## config.mk

```make
export PLATFORM = sky130hd
export DESIGN_NAME = fit_policy_block_allocator
export DESIGN_NICKNAME = d
export VERILOG_FILES = /design/src/fpba_pkg.sv /design/src/fpba_regs.sv /design/src/fpba_cell.sv /design/src/fit_policy_block_allocator.sv
export SDC_FILE = /design/constraint.sdc
export NUM_CORES = 2
export LEC_CHECK = 0
export BUFFER_PORTS_ARGS = -buffer_cell sky130_fd_sc_hd__buf_2
export CAP_MARGIN = 10
export CELL_PAD_IN_SITES_DETAIL_PLACEMENT = 0
export CELL_PAD_IN_SITES_GLOBAL_PLACEMENT = 1
export CORE_ASPECT_RATIO = 0.7
export CORE_MARGIN = 1
export CORE_UTILIZATION = 30
export CTS_CLUSTER_SIZE = 12
export DETAILED_ROUTE_END_ITERATION = 7
export PLACE_DENSITY_LB_ADDON = 0.1
export SLEW_MARGIN = 10
export SYNTH_ARGS = -nofsm -noshare
export SYNTH_HDL_FRONTEND = slang
export SYNTH_SLANG_ARGS = --single-unit
```

## constraint.sdc

```tcl
create_clock -name clk -period 14.75 [get_ports clk]
set_input_delay 2.2125 -clock clk [delete_from_list [all_inputs] [get_ports clk]]
set_output_delay 2.2125 -clock clk [all_outputs]
set_load 0.1 [all_outputs]
```

## src/fpba_pkg.sv

```systemverilog
// ----------------------------------------------------------------------------
// Fit-policy block allocator package
// Field widths, policy codes, register selects and the structs that run
// between the allocator's top level and its cells.
// ----------------------------------------------------------------------------
package fpba_pkg;

	localparam int DEF_NUM_BLOCKS = 16;
	localparam int DEF_SIZE_BITS  = 16;

	localparam int AMOUNT_W   = 16;
	localparam int LOAD_IDX_W = 4;
	localparam int CHOSEN_W   = 4;
	localparam int MODE_W     = 2;
	localparam int COUNT_W    = 5;
	localparam int PADDR_W    = 3;

	localparam logic [MODE_W-1:0] MODE_FIRST = 2'd0;
	localparam logic [MODE_W-1:0] MODE_BEST  = 2'd1;
	localparam logic [MODE_W-1:0] MODE_WORST = 2'd2;

	localparam logic [MODE_W-1:0]  MODE_RESET  = MODE_FIRST;
	localparam logic [COUNT_W-1:0] COUNT_RESET = 5'd16;

	// Register select is the word address bit of paddr.
	localparam logic REG_FIT_MODE    = 1'b0;
	localparam logic REG_BLOCK_COUNT = 1'b1;

	// Control part of the search token that walks along the cells.
	typedef struct packed {
		logic valid;
		logic found;
	} tok_ctl_t;

	// Write-back issued once a search has finished and its result is taken.
	typedef struct packed {
		logic apply;
		logic set_taken;
		logic sub_cap;
	} commit_t;

endpackage

```

## src/fpba_regs.sv

```systemverilog
// ----------------------------------------------------------------------------
// Fit-policy block allocator configuration registers
// APB-style write and read of the policy and block-count registers.
// ----------------------------------------------------------------------------
module fpba_regs (
	input  logic                           clk,
	input  logic                           arst_n,
	input  logic                           psel,
	input  logic                           penable,
	input  logic                           pwrite,
	input  logic [fpba_pkg::PADDR_W-1:0]   paddr,
	input  logic [31:0]                    pwdata,
	output logic [31:0]                    prdata,
	output logic [fpba_pkg::MODE_W-1:0]    fit_mode,
	output logic [fpba_pkg::COUNT_W-1:0]   block_count
);
	import fpba_pkg::*;

	logic                wr_en;
	logic [MODE_W-1:0]   fit_mode_q;
	logic [COUNT_W-1:0]  block_count_q;

	assign wr_en = psel && penable && pwrite;

	always_ff @(posedge clk or negedge arst_n) begin
		if (!arst_n) begin
			fit_mode_q    <= MODE_RESET;
			block_count_q <= COUNT_RESET;
		end else if (wr_en) begin
			unique case (paddr[2])
				REG_FIT_MODE:    fit_mode_q    <= pwdata[MODE_W-1:0];
				REG_BLOCK_COUNT: block_count_q <= pwdata[COUNT_W-1:0];
				default: ;
			endcase
		end
	end

	always_comb begin
		unique case (paddr[2])
			REG_FIT_MODE:    prdata = 32'(fit_mode_q);
			REG_BLOCK_COUNT: prdata = 32'(block_count_q);
			default:         prdata = '0;
		endcase
	end

	assign fit_mode    = fit_mode_q;
	assign block_count = block_count_q;

endmodule

```

## src/fpba_cell.sv

```systemverilog
// ----------------------------------------------------------------------------
// Fit-policy block allocator cell
// Holds one block's capacity and taken mark, and updates the passing search
// token according to the active policy before handing it to the next cell.
// ----------------------------------------------------------------------------
module fpba_cell #(
	parameter int IDX       = 0,
	parameter int IDX_W     = 4,
	parameter int SIZE_BITS = fpba_pkg::DEF_SIZE_BITS
) (
	input  logic                            clk,
	input  logic                            arst_n,
	input  logic [fpba_pkg::MODE_W-1:0]     fit_mode,
	input  logic [fpba_pkg::COUNT_W-1:0]    block_count,
	input  logic                            load_en,
	input  logic [fpba_pkg::LOAD_IDX_W-1:0] load_index,
	input  logic [SIZE_BITS-1:0]            load_cap,
	input  fpba_pkg::commit_t               cmt,
	input  logic [IDX_W-1:0]                cmt_idx,
	input  logic [fpba_pkg::AMOUNT_W-1:0]   cmt_amount,
	input  fpba_pkg::tok_ctl_t              in_ctl,
	input  logic [fpba_pkg::AMOUNT_W-1:0]   in_amount,
	input  logic [IDX_W-1:0]                in_pick,
	input  logic [SIZE_BITS-1:0]            in_pcap,
	output fpba_pkg::tok_ctl_t              out_ctl,
	output logic [fpba_pkg::AMOUNT_W-1:0]   out_amount,
	output logic [IDX_W-1:0]                out_pick,
	output logic [SIZE_BITS-1:0]            out_pcap
);
	import fpba_pkg::*;

	localparam int CMP_W = (SIZE_BITS > AMOUNT_W) ? SIZE_BITS : AMOUNT_W;

	logic [SIZE_BITS-1:0] cap_q;
	logic                 taken_q;
	tok_ctl_t             ctl_q;
	logic [AMOUNT_W-1:0]  amount_q;
	logic [IDX_W-1:0]     pick_q;
	logic [SIZE_BITS-1:0] pcap_q;

	logic                 in_use;
	logic                 fits;
	logic                 load_hit;
	logic                 cmt_hit;
	tok_ctl_t             nxt_ctl;
	logic [IDX_W-1:0]     nxt_pick;
	logic [SIZE_BITS-1:0] nxt_pcap;

	assign in_use   = 32'(IDX) < 32'(block_count);
	assign fits     = CMP_W'(cap_q) >= CMP_W'(in_amount);
	assign load_hit = load_en && (32'(load_index) == 32'(IDX));
	assign cmt_hit  = cmt.apply && (32'(cmt_idx) == 32'(IDX));

	always_comb begin
		nxt_ctl  = in_ctl;
		nxt_pick = in_pick;
		nxt_pcap = in_pcap;
		if (in_ctl.valid && in_use) begin
			unique case (fit_mode)
				MODE_FIRST: begin
					if (!in_ctl.found && !taken_q && fits) begin
						nxt_ctl.found = 1'b1;
						nxt_pick      = IDX_W'(IDX);
						nxt_pcap      = cap_q;
					end
				end
				MODE_BEST: begin
					if (fits && (!in_ctl.found || cap_q < in_pcap)) begin
						nxt_ctl.found = 1'b1;
						nxt_pick      = IDX_W'(IDX);
						nxt_pcap      = cap_q;
					end
				end
				MODE_WORST: begin
					// Largest free block; the size check is made at the end.
					if (!taken_q && (!in_ctl.found || cap_q > in_pcap)) begin
						nxt_ctl.found = 1'b1;
						nxt_pick      = IDX_W'(IDX);
						nxt_pcap      = cap_q;
					end
				end
				default: ;
			endcase
		end
	end

	always_ff @(posedge clk or negedge arst_n) begin
		if (!arst_n) begin
			taken_q <= 1'b0;
			ctl_q   <= '0;
		end else begin
			ctl_q <= nxt_ctl;
			if (load_hit) begin
				taken_q <= 1'b0;
			end else if (cmt_hit && cmt.set_taken) begin
				taken_q <= 1'b1;
			end
		end
	end

	always_ff @(posedge clk) begin
		amount_q <= in_amount;
		pick_q   <= nxt_pick;
		pcap_q   <= nxt_pcap;
		if (load_hit) begin
			cap_q <= load_cap;
		end else if (cmt_hit && cmt.sub_cap) begin
			cap_q <= SIZE_BITS'(CMP_W'(cap_q) - CMP_W'(cmt_amount));
		end
	end

	assign out_ctl    = ctl_q;
	assign out_amount = amount_q;
	assign out_pick   = pick_q;
	assign out_pcap   = pcap_q;

endmodule

```

## src/fit_policy_block_allocator.sv

```systemverilog
// ----------------------------------------------------------------------------
// Fit-policy block allocator
// Table of memory blocks searched by first, best or worst fit.
// ----------------------------------------------------------------------------
// The allocator keeps NUM_BLOCKS blocks, each with a capacity and a taken
// mark, in a row of cells. A load item (s_tuser low) writes one block's
// capacity and clears its taken mark; it gives no result, and the next
// item may follow at once. A request item (s_tuser high) sends a search
// token down the row, one cell per clock, so that every block in use is
// examined in turn under the policy held in the fit_mode register. The
// result leaves as one item on the master side, and the chosen block is
// updated when that result enters the output register. A request therefore
// holds s_tready low from acceptance until its result enters the output
// register, which waits while a held result is stalled on m_tready. Only
// the first block_count cells take part in a search; a count beyond
// NUM_BLOCKS counts as the whole row and a count of zero grants nothing.
// Loads to an index beyond the table are dropped. The user must write
// configuration only while no request is in flight; the block itself
// does not enforce this.
module fit_policy_block_allocator #(
	parameter int NUM_BLOCKS = fpba_pkg::DEF_NUM_BLOCKS,
	parameter int SIZE_BITS  = fpba_pkg::DEF_SIZE_BITS
) (
	input  logic                          clk,
	input  logic                          arst_n,
	// Slave side
	input  logic                          s_tvalid,
	output logic                          s_tready,
	input  logic [23:0]                   s_tdata,  // [3:0] load_index, [19:4] amount
	input  logic                          s_tuser,  // [0] op
	// Master side
	output logic                          m_tvalid,
	input  logic                          m_tready,
	output logic [7:0]                    m_tdata,  // [3:0] chosen_block
	output logic                          m_tuser,  // [0] granted
	// Configuration port
	input  logic                          psel,
	input  logic                          penable,
	input  logic                          pwrite,
	input  logic [fpba_pkg::PADDR_W-1:0]  paddr,
	input  logic [31:0]                   pwdata,
	output logic [31:0]                   prdata,
	output logic                          pready
);
	import fpba_pkg::*;

	localparam int IDX_W = (NUM_BLOCKS > 1) ? $clog2(NUM_BLOCKS) : 1;
	localparam int CMP_W = (SIZE_BITS > AMOUNT_W) ? SIZE_BITS : AMOUNT_W;

	logic [MODE_W-1:0]     fit_mode;
	logic [COUNT_W-1:0]    block_count;

	logic                  in_acc;
	logic                  req_acc;
	logic                  load_en;
	logic [LOAD_IDX_W-1:0] in_load_index;
	logic [AMOUNT_W-1:0]   in_amount;

	// Search token at the input of each cell and after the last one.
	tok_ctl_t              chain_ctl    [NUM_BLOCKS+1];
	logic [AMOUNT_W-1:0]   chain_amount [NUM_BLOCKS+1];
	logic [IDX_W-1:0]      chain_pick   [NUM_BLOCKS+1];
	logic [SIZE_BITS-1:0]  chain_pcap   [NUM_BLOCKS+1];

	// Finished search waiting for the output register.
	logic                  busy_q;
	logic                  fin_valid_q;
	logic                  fin_found_q;
	logic [IDX_W-1:0]      fin_pick_q;
	logic [SIZE_BITS-1:0]  fin_pcap_q;
	logic [AMOUNT_W-1:0]   fin_amount_q;

	logic                  fin_grant;
	logic                  do_commit;
	commit_t               cmt;

	logic                  m_tvalid_q;
	logic                  granted_q;
	logic [CHOSEN_W-1:0]   chosen_q;

	fpba_regs u_regs (
		.clk         (clk),
		.arst_n      (arst_n),
		.psel        (psel),
		.penable     (penable),
		.pwrite      (pwrite),
		.paddr       (paddr),
		.pwdata      (pwdata),
		.prdata      (prdata),
		.fit_mode    (fit_mode),
		.block_count (block_count)
	);

	assign pready = 1'b1;

	assign s_tready      = !busy_q;
	assign in_acc        = s_tvalid && s_tready;
	assign req_acc       = in_acc && s_tuser;
	assign load_en       = in_acc && !s_tuser;
	assign in_load_index = s_tdata[LOAD_IDX_W-1:0];
	assign in_amount     = s_tdata[LOAD_IDX_W +: AMOUNT_W];

	// A new request enters the first cell with no candidate yet.
	assign chain_ctl[0]    = '{valid: req_acc, found: 1'b0};
	assign chain_amount[0] = in_amount;
	assign chain_pick[0]   = '0;
	assign chain_pcap[0]   = '0;

	for (genvar g = 0; g < NUM_BLOCKS; g++) begin : g_cell
		fpba_cell #(
			.IDX       (g),
			.IDX_W     (IDX_W),
			.SIZE_BITS (SIZE_BITS)
		) u_cell (
			.clk         (clk),
			.arst_n      (arst_n),
			.fit_mode    (fit_mode),
			.block_count (block_count),
			.load_en     (load_en),
			.load_index  (in_load_index),
			.load_cap    (SIZE_BITS'(in_amount)),
			.cmt         (cmt),
			.cmt_idx     (fin_pick_q),
			.cmt_amount  (fin_amount_q),
			.in_ctl      (chain_ctl[g]),
			.in_amount   (chain_amount[g]),
			.in_pick     (chain_pick[g]),
			.in_pcap     (chain_pcap[g]),
			.out_ctl     (chain_ctl[g+1]),
			.out_amount  (chain_amount[g+1]),
			.out_pick    (chain_pick[g+1]),
			.out_pcap    (chain_pcap[g+1])
		);
	end

	// Worst fit picks the largest free block first and only grants it when
	// it is large enough; the other policies only ever mark fitting blocks.
	assign fin_grant = fin_found_q &&
		((fit_mode != MODE_WORST) || (CMP_W'(fin_pcap_q) >= CMP_W'(fin_amount_q)));

	// The result moves into the output register once that register is free,
	// and the chosen block is updated in the same cycle.
	assign do_commit = fin_valid_q && (!m_tvalid_q || m_tready);

	assign cmt.apply     = do_commit && fin_grant;
	assign cmt.set_taken = fit_mode != MODE_BEST;
	assign cmt.sub_cap   = fit_mode == MODE_BEST;

	always_ff @(posedge clk or negedge arst_n) begin
		if (!arst_n) begin
			busy_q      <= 1'b0;
			fin_valid_q <= 1'b0;
			m_tvalid_q  <= 1'b0;
		end else begin
			if (req_acc) begin
				busy_q <= 1'b1;
			end else if (do_commit) begin
				busy_q <= 1'b0;
			end

			if (chain_ctl[NUM_BLOCKS].valid) begin
				fin_valid_q <= 1'b1;
			end else if (do_commit) begin
				fin_valid_q <= 1'b0;
			end

			if (do_commit) begin
				m_tvalid_q <= 1'b1;
			end else if (m_tready) begin
				m_tvalid_q <= 1'b0;
			end
		end
	end

	always_ff @(posedge clk) begin
		if (chain_ctl[NUM_BLOCKS].valid) begin
			fin_found_q  <= chain_ctl[NUM_BLOCKS].found;
			fin_pick_q   <= chain_pick[NUM_BLOCKS];
			fin_pcap_q   <= chain_pcap[NUM_BLOCKS];
			fin_amount_q <= chain_amount[NUM_BLOCKS];
		end
		if (do_commit) begin
			granted_q <= fin_grant;
			chosen_q  <= fin_grant ? CHOSEN_W'(fin_pick_q) : '0;
		end
	end

	assign m_tvalid = m_tvalid_q;
	assign m_tuser  = granted_q;
	assign m_tdata  = 8'(chosen_q);

endmodule

```

==> summary.md <==
| Metric | Value |
|---|---|
| Status | completed |
| Largest net degree at the start of global routing | 48 |
| Clock Sinks | 917 |
| Final setup viols | 0 |
| Die height | 358 um |
| Number of max-cap violations | 0 |
| Pre-CTS setup slack | 8.63 ns |
| Max Root-Sink Buffers | 3 |
| Crit path max fanout | 17 |
| Avg Cell Area, Syn | 9.64 um^2 |
| Routability cong. | 0.839 |
| Post-synth EDFFs | 298 |
| Setup Crit Path Kind | input pin to flop |
| Post-synthesis async set-or-reset flop share | 6.32% |
| HP Class | flop to flop |
| Crit-path leading delay family | compound AO/OA/AOI/OAI gates |
| ANT nets after route | 0 |
| Startpoint Class | input pin |
| CTS buffer count | 104 |
| Synthesis Warnings | 0 |
| Sw frac | 26.8% |
| Total gr overflow | 0 |
| P_int | 0.00425 W |
| Maximum vdd drop | 106 uV |
| Lkg Pwr | 25.6 nW |
| Vias per cell | 5.27 |
| Layout Area Growth over Synthesis | 12.4% |
| Least-Margin Pin Slew | 1.18 ns |
| Synth Register Bits | 917 |
| DR WL/cell | 26.3 um |
| Max-slew violation count | 0 |
| Clock slew at reported path FFs | 0.06 ns |
| Drt first pass iters | 5 |
| Total negative slack | 0 ns |
| Combinational Power Share | 7.2% |
| Synth Flop Type | dfxtp_1 |
| Crit path depth | 11 |
| R2R setup slack | 10.02 ns |
| Final wirelength | 216 mm |
| DRT iter0 DRCs | 4,019 |
| CORE AREA | 0.179 mm^2 |
| Register area share after synthesis | 39.9% |
| Clk root buf | clkbuf_16 |
| Post-cts gate resize count | 0 |
| Worst Path Arrival | 6.01 ns |
| TritonCTS clock tree | built |
| Crit-path max cell delay | 1.01 ns |
| Port bufs | 45 |
| Fillers | 18,300 |
| Yosys top cell area share | 20.7% |
| WP buf/inv | 3 |
| Largest area contributor in the netlist | dfxtp_1 |
| Worst path required time | 15.43 ns |
| Critical R2R Capture | g_cell[13].u_cell.cap_q[4]$_DFFE_PP_ |
| Htree depth | 3 |
| Multi-input gate area | 0.0296 mm^2 |
| Fmax | 187 MHz |
| Final hold vios | 0 |
| Num rows | 130 |
| Vias | 43,200 |
| Die ar. | 0.182 mm^2 |
| First-pass GRT wire length | 306 mm |
| Power per Cell Area | 95.4 mW/mm^2 |
| Mapped Area | 0.0542 mm^2 |
| Worst Setup End Kind | flop |
| Sw Pwr | 0.00156 W |
| Most frequent cells after synthesis | ha_1 (756), inv_1 (598), dfxtp_1 (561) |
| Global Route Usage Sum | 23.5% |
| Die Wd | 510 um |
| HPWL after DPL | 161 mm |
| RR Startpoint | fin_amount_q[0]$_DFFE_PP_ |
| Layout cells sized above 1 | 7.96% |
| Nets | 6,562 |
| Slowest cell on crit path | a2111oi_4 |
| Setup ws final | 9.42 ns |
| Ports | 111 |
| Fin crit share | 36.2% |
| Termination of the worst setup path | g_cell[0].u_cell.out_pcap[10]$_SDFF_PN0_ |
| CP Launch Point | s_tdata[14] |
| Vias in the first global route | 40,900 |
| Postcts setup bufs | 0 |
| RSZ-0062 raised after global routing | no |
| Register Area | 0.0216 mm^2 |
| Synth unique cells | 107 |
| Final min period | 5.33 ns |
| DRC Markers | 0 |
| # hold bufs at CTS | 0 |
| Post-Synthesis Cells | 5,623 |
| Initial antenna violation count | 35 |
| Path depth of the worst reg2reg path | 11 |
| Ranking of synthesized cells by area | dfxtp_1 (21%), ha_1 (17%), edfxtp_1 (17%) |
| Clock power share | 46.6% |
| Clk_lat worst skew | 0.76 ns |
| CP Cell Sequence | buf_2, buf_4, inv_1, ha_1, o211ai_1, a21o_1, a21oi_1, a21bo_1, o21ai_0, a2111oi_4, and2_1 |
| Sequential Power Share | 46.2% |
| Layout Utilization | 33.9% |
| Starting density of the core | 30.2% |
| Relative slew slack | 21.0% |
| Skew final | 0.0360 ns |
| Count leader, synth | ha_1 |
[flip-flops by register name, indices dropped and copies added (netlist names)]
name,cells
chosen_q,4
m_tvalid,1
u_regs.fit_mode,2
g_cell.u_cell.cap_q,256
fin_pick_q,4
g_cell.u_cell.out_pcap,256
g_cell.u_cell.out_ctl,32
fin_valid_q,1
fin_amount_q,16
g_cell.u_cell.taken_q,16
g_cell.u_cell.out_amount,256
u_regs.block_count,5
m_tuser,1
busy_q,1
g_cell.u_cell.out_pick,49
fin_found_q,1
fin_pcap_q,16
[worst min path at each step]
stage / end / from / slack, ns / cells after the start
after floorplan: g_cell[10].u_cell.out_amount[10]$_DFF_P_ / g_cell[9].u_cell.out_amount[10]$_DFF_P_ / 0.33 / 0
after global placement: g_cell[15].u_cell.out_amount[13]$_DFF_P_ / g_cell[14].u_cell.out_amount[13]$_DFF_P_ / 0.33 / 0
after detailed placement: g_cell[1].u_cell.out_amount[5]$_DFF_P_ / g_cell[0].u_cell.out_amount[5]$_DFF_P_ / 0.34 / 0
after CTS: g_cell[1].u_cell.out_amount[8]$_DFF_P_ / g_cell[0].u_cell.out_amount[8]$_DFF_P_ / 0.34 / 0
after global routing: g_cell[15].u_cell.out_amount[12]$_DFF_P_ / g_cell[14].u_cell.out_amount[12]$_DFF_P_ / 0.36 / 0
final: g_cell[6].u_cell.out_amount[14]$_DFF_P_ / g_cell[5].u_cell.out_amount[14]$_DFF_P_ / 0.35 / 0
[metal layers]
layer	GRT usage (%)	part of all wire, %	vias up
met5	0	0	-
met4	4.19	1.7	0
met3	2.93	5.8	189
met2	33.5	40	1197
met1	37.2	53	21100
li1	-	-	20700
[area by class of cell]
cell class,count,area share (%)
Multi-Input combinational cell,3962,48.7
Clock buffer,154,5.07
Antenna cell,5,0.0205
Clock inverter,42,0.637
Tap cell,2376,4.88
Sequential cell,917,35.5
Inverter,600,3.70
Timing Repair Buffer,138,1.52
[logic make-up after synthesis]
group           Yosys count  share of synthesized area [%]
fa+ha+maj               772                           18.0
flops                   917                           39.9
xor+xnor                172                           2.78
mux                      30                          0.621
buf+inv                 774                           5.79
simple gates           1342                           12.2
other cells               2                         0.0139
compound gates         1614                           20.7
[per-stage QoR]
step | area, um^2 | hold slack, ns | cells | power (W)
after CTS | 60900 | 0.340 | 8189 | 0.00588
after floorplan | 54300 | 0.331 | 5653 | 0.00295
final | 60900 | 0.349 | 8194 | 0.00581
after global routing | 60900 | 0.356 | 8190 | 0.00601
after detailed placement | 57400 | 0.337 | 7993 | 0.00316
after global placement | 57400 | 0.335 | 7993 | 0.00316
[power by group through the flow]
stage	Clock (W)	Combinational (W)	Sequential, W
floorplan	0	0.000251	0.00270
global placement	0	0.000417	0.00274
detailed placement	0	0.000419	0.00274
CTS	0.00278	0.000420	0.00268
global route	0.00287	0.000446	0.00269
finish	0.00270	0.000420	0.00268
[layout by cell type, fill, tap and decap left out, drive strengths merged, types with 39 or more instances in the layout]
| master | Yosys | layout |
|---|---|---|
| ha | 756 | 756 |
| inv | 598 | 603 |
| dfxtp | 561 | 561 |
| a21oi | 424 | 424 |
| nor2 | 390 | 390 |
| edfxtp | 298 | 298 |
| nand2 | 269 | 269 |
| o21ai | 269 | 269 |
| a22o | 199 | 199 |
| clkbuf | 102 | 154 |
| buf | 72 | 138 |
| nand3 | 121 | 121 |
| a21o | 116 | 116 |
| nor3 | 109 | 109 |
| xnor2 | 101 | 101 |
| nor2b | 92 | 92 |
| xor2 | 71 | 71 |
| o21a | 67 | 67 |
| o211ai | 67 | 67 |
| dfrtp | 57 | 57 |
| and3 | 54 | 54 |
| nand4 | 50 | 50 |
| and2 | 49 | 49 |
| a31oi | 48 | 48 |
| nand2b | 47 | 47 |
| o31ai | 44 | 44 |
| or2 | 43 | 43 |
| a211oi | 41 | 41 |
| or3 | 39 | 39 |
Note: power is estimated with default switching activity, not from simulation.
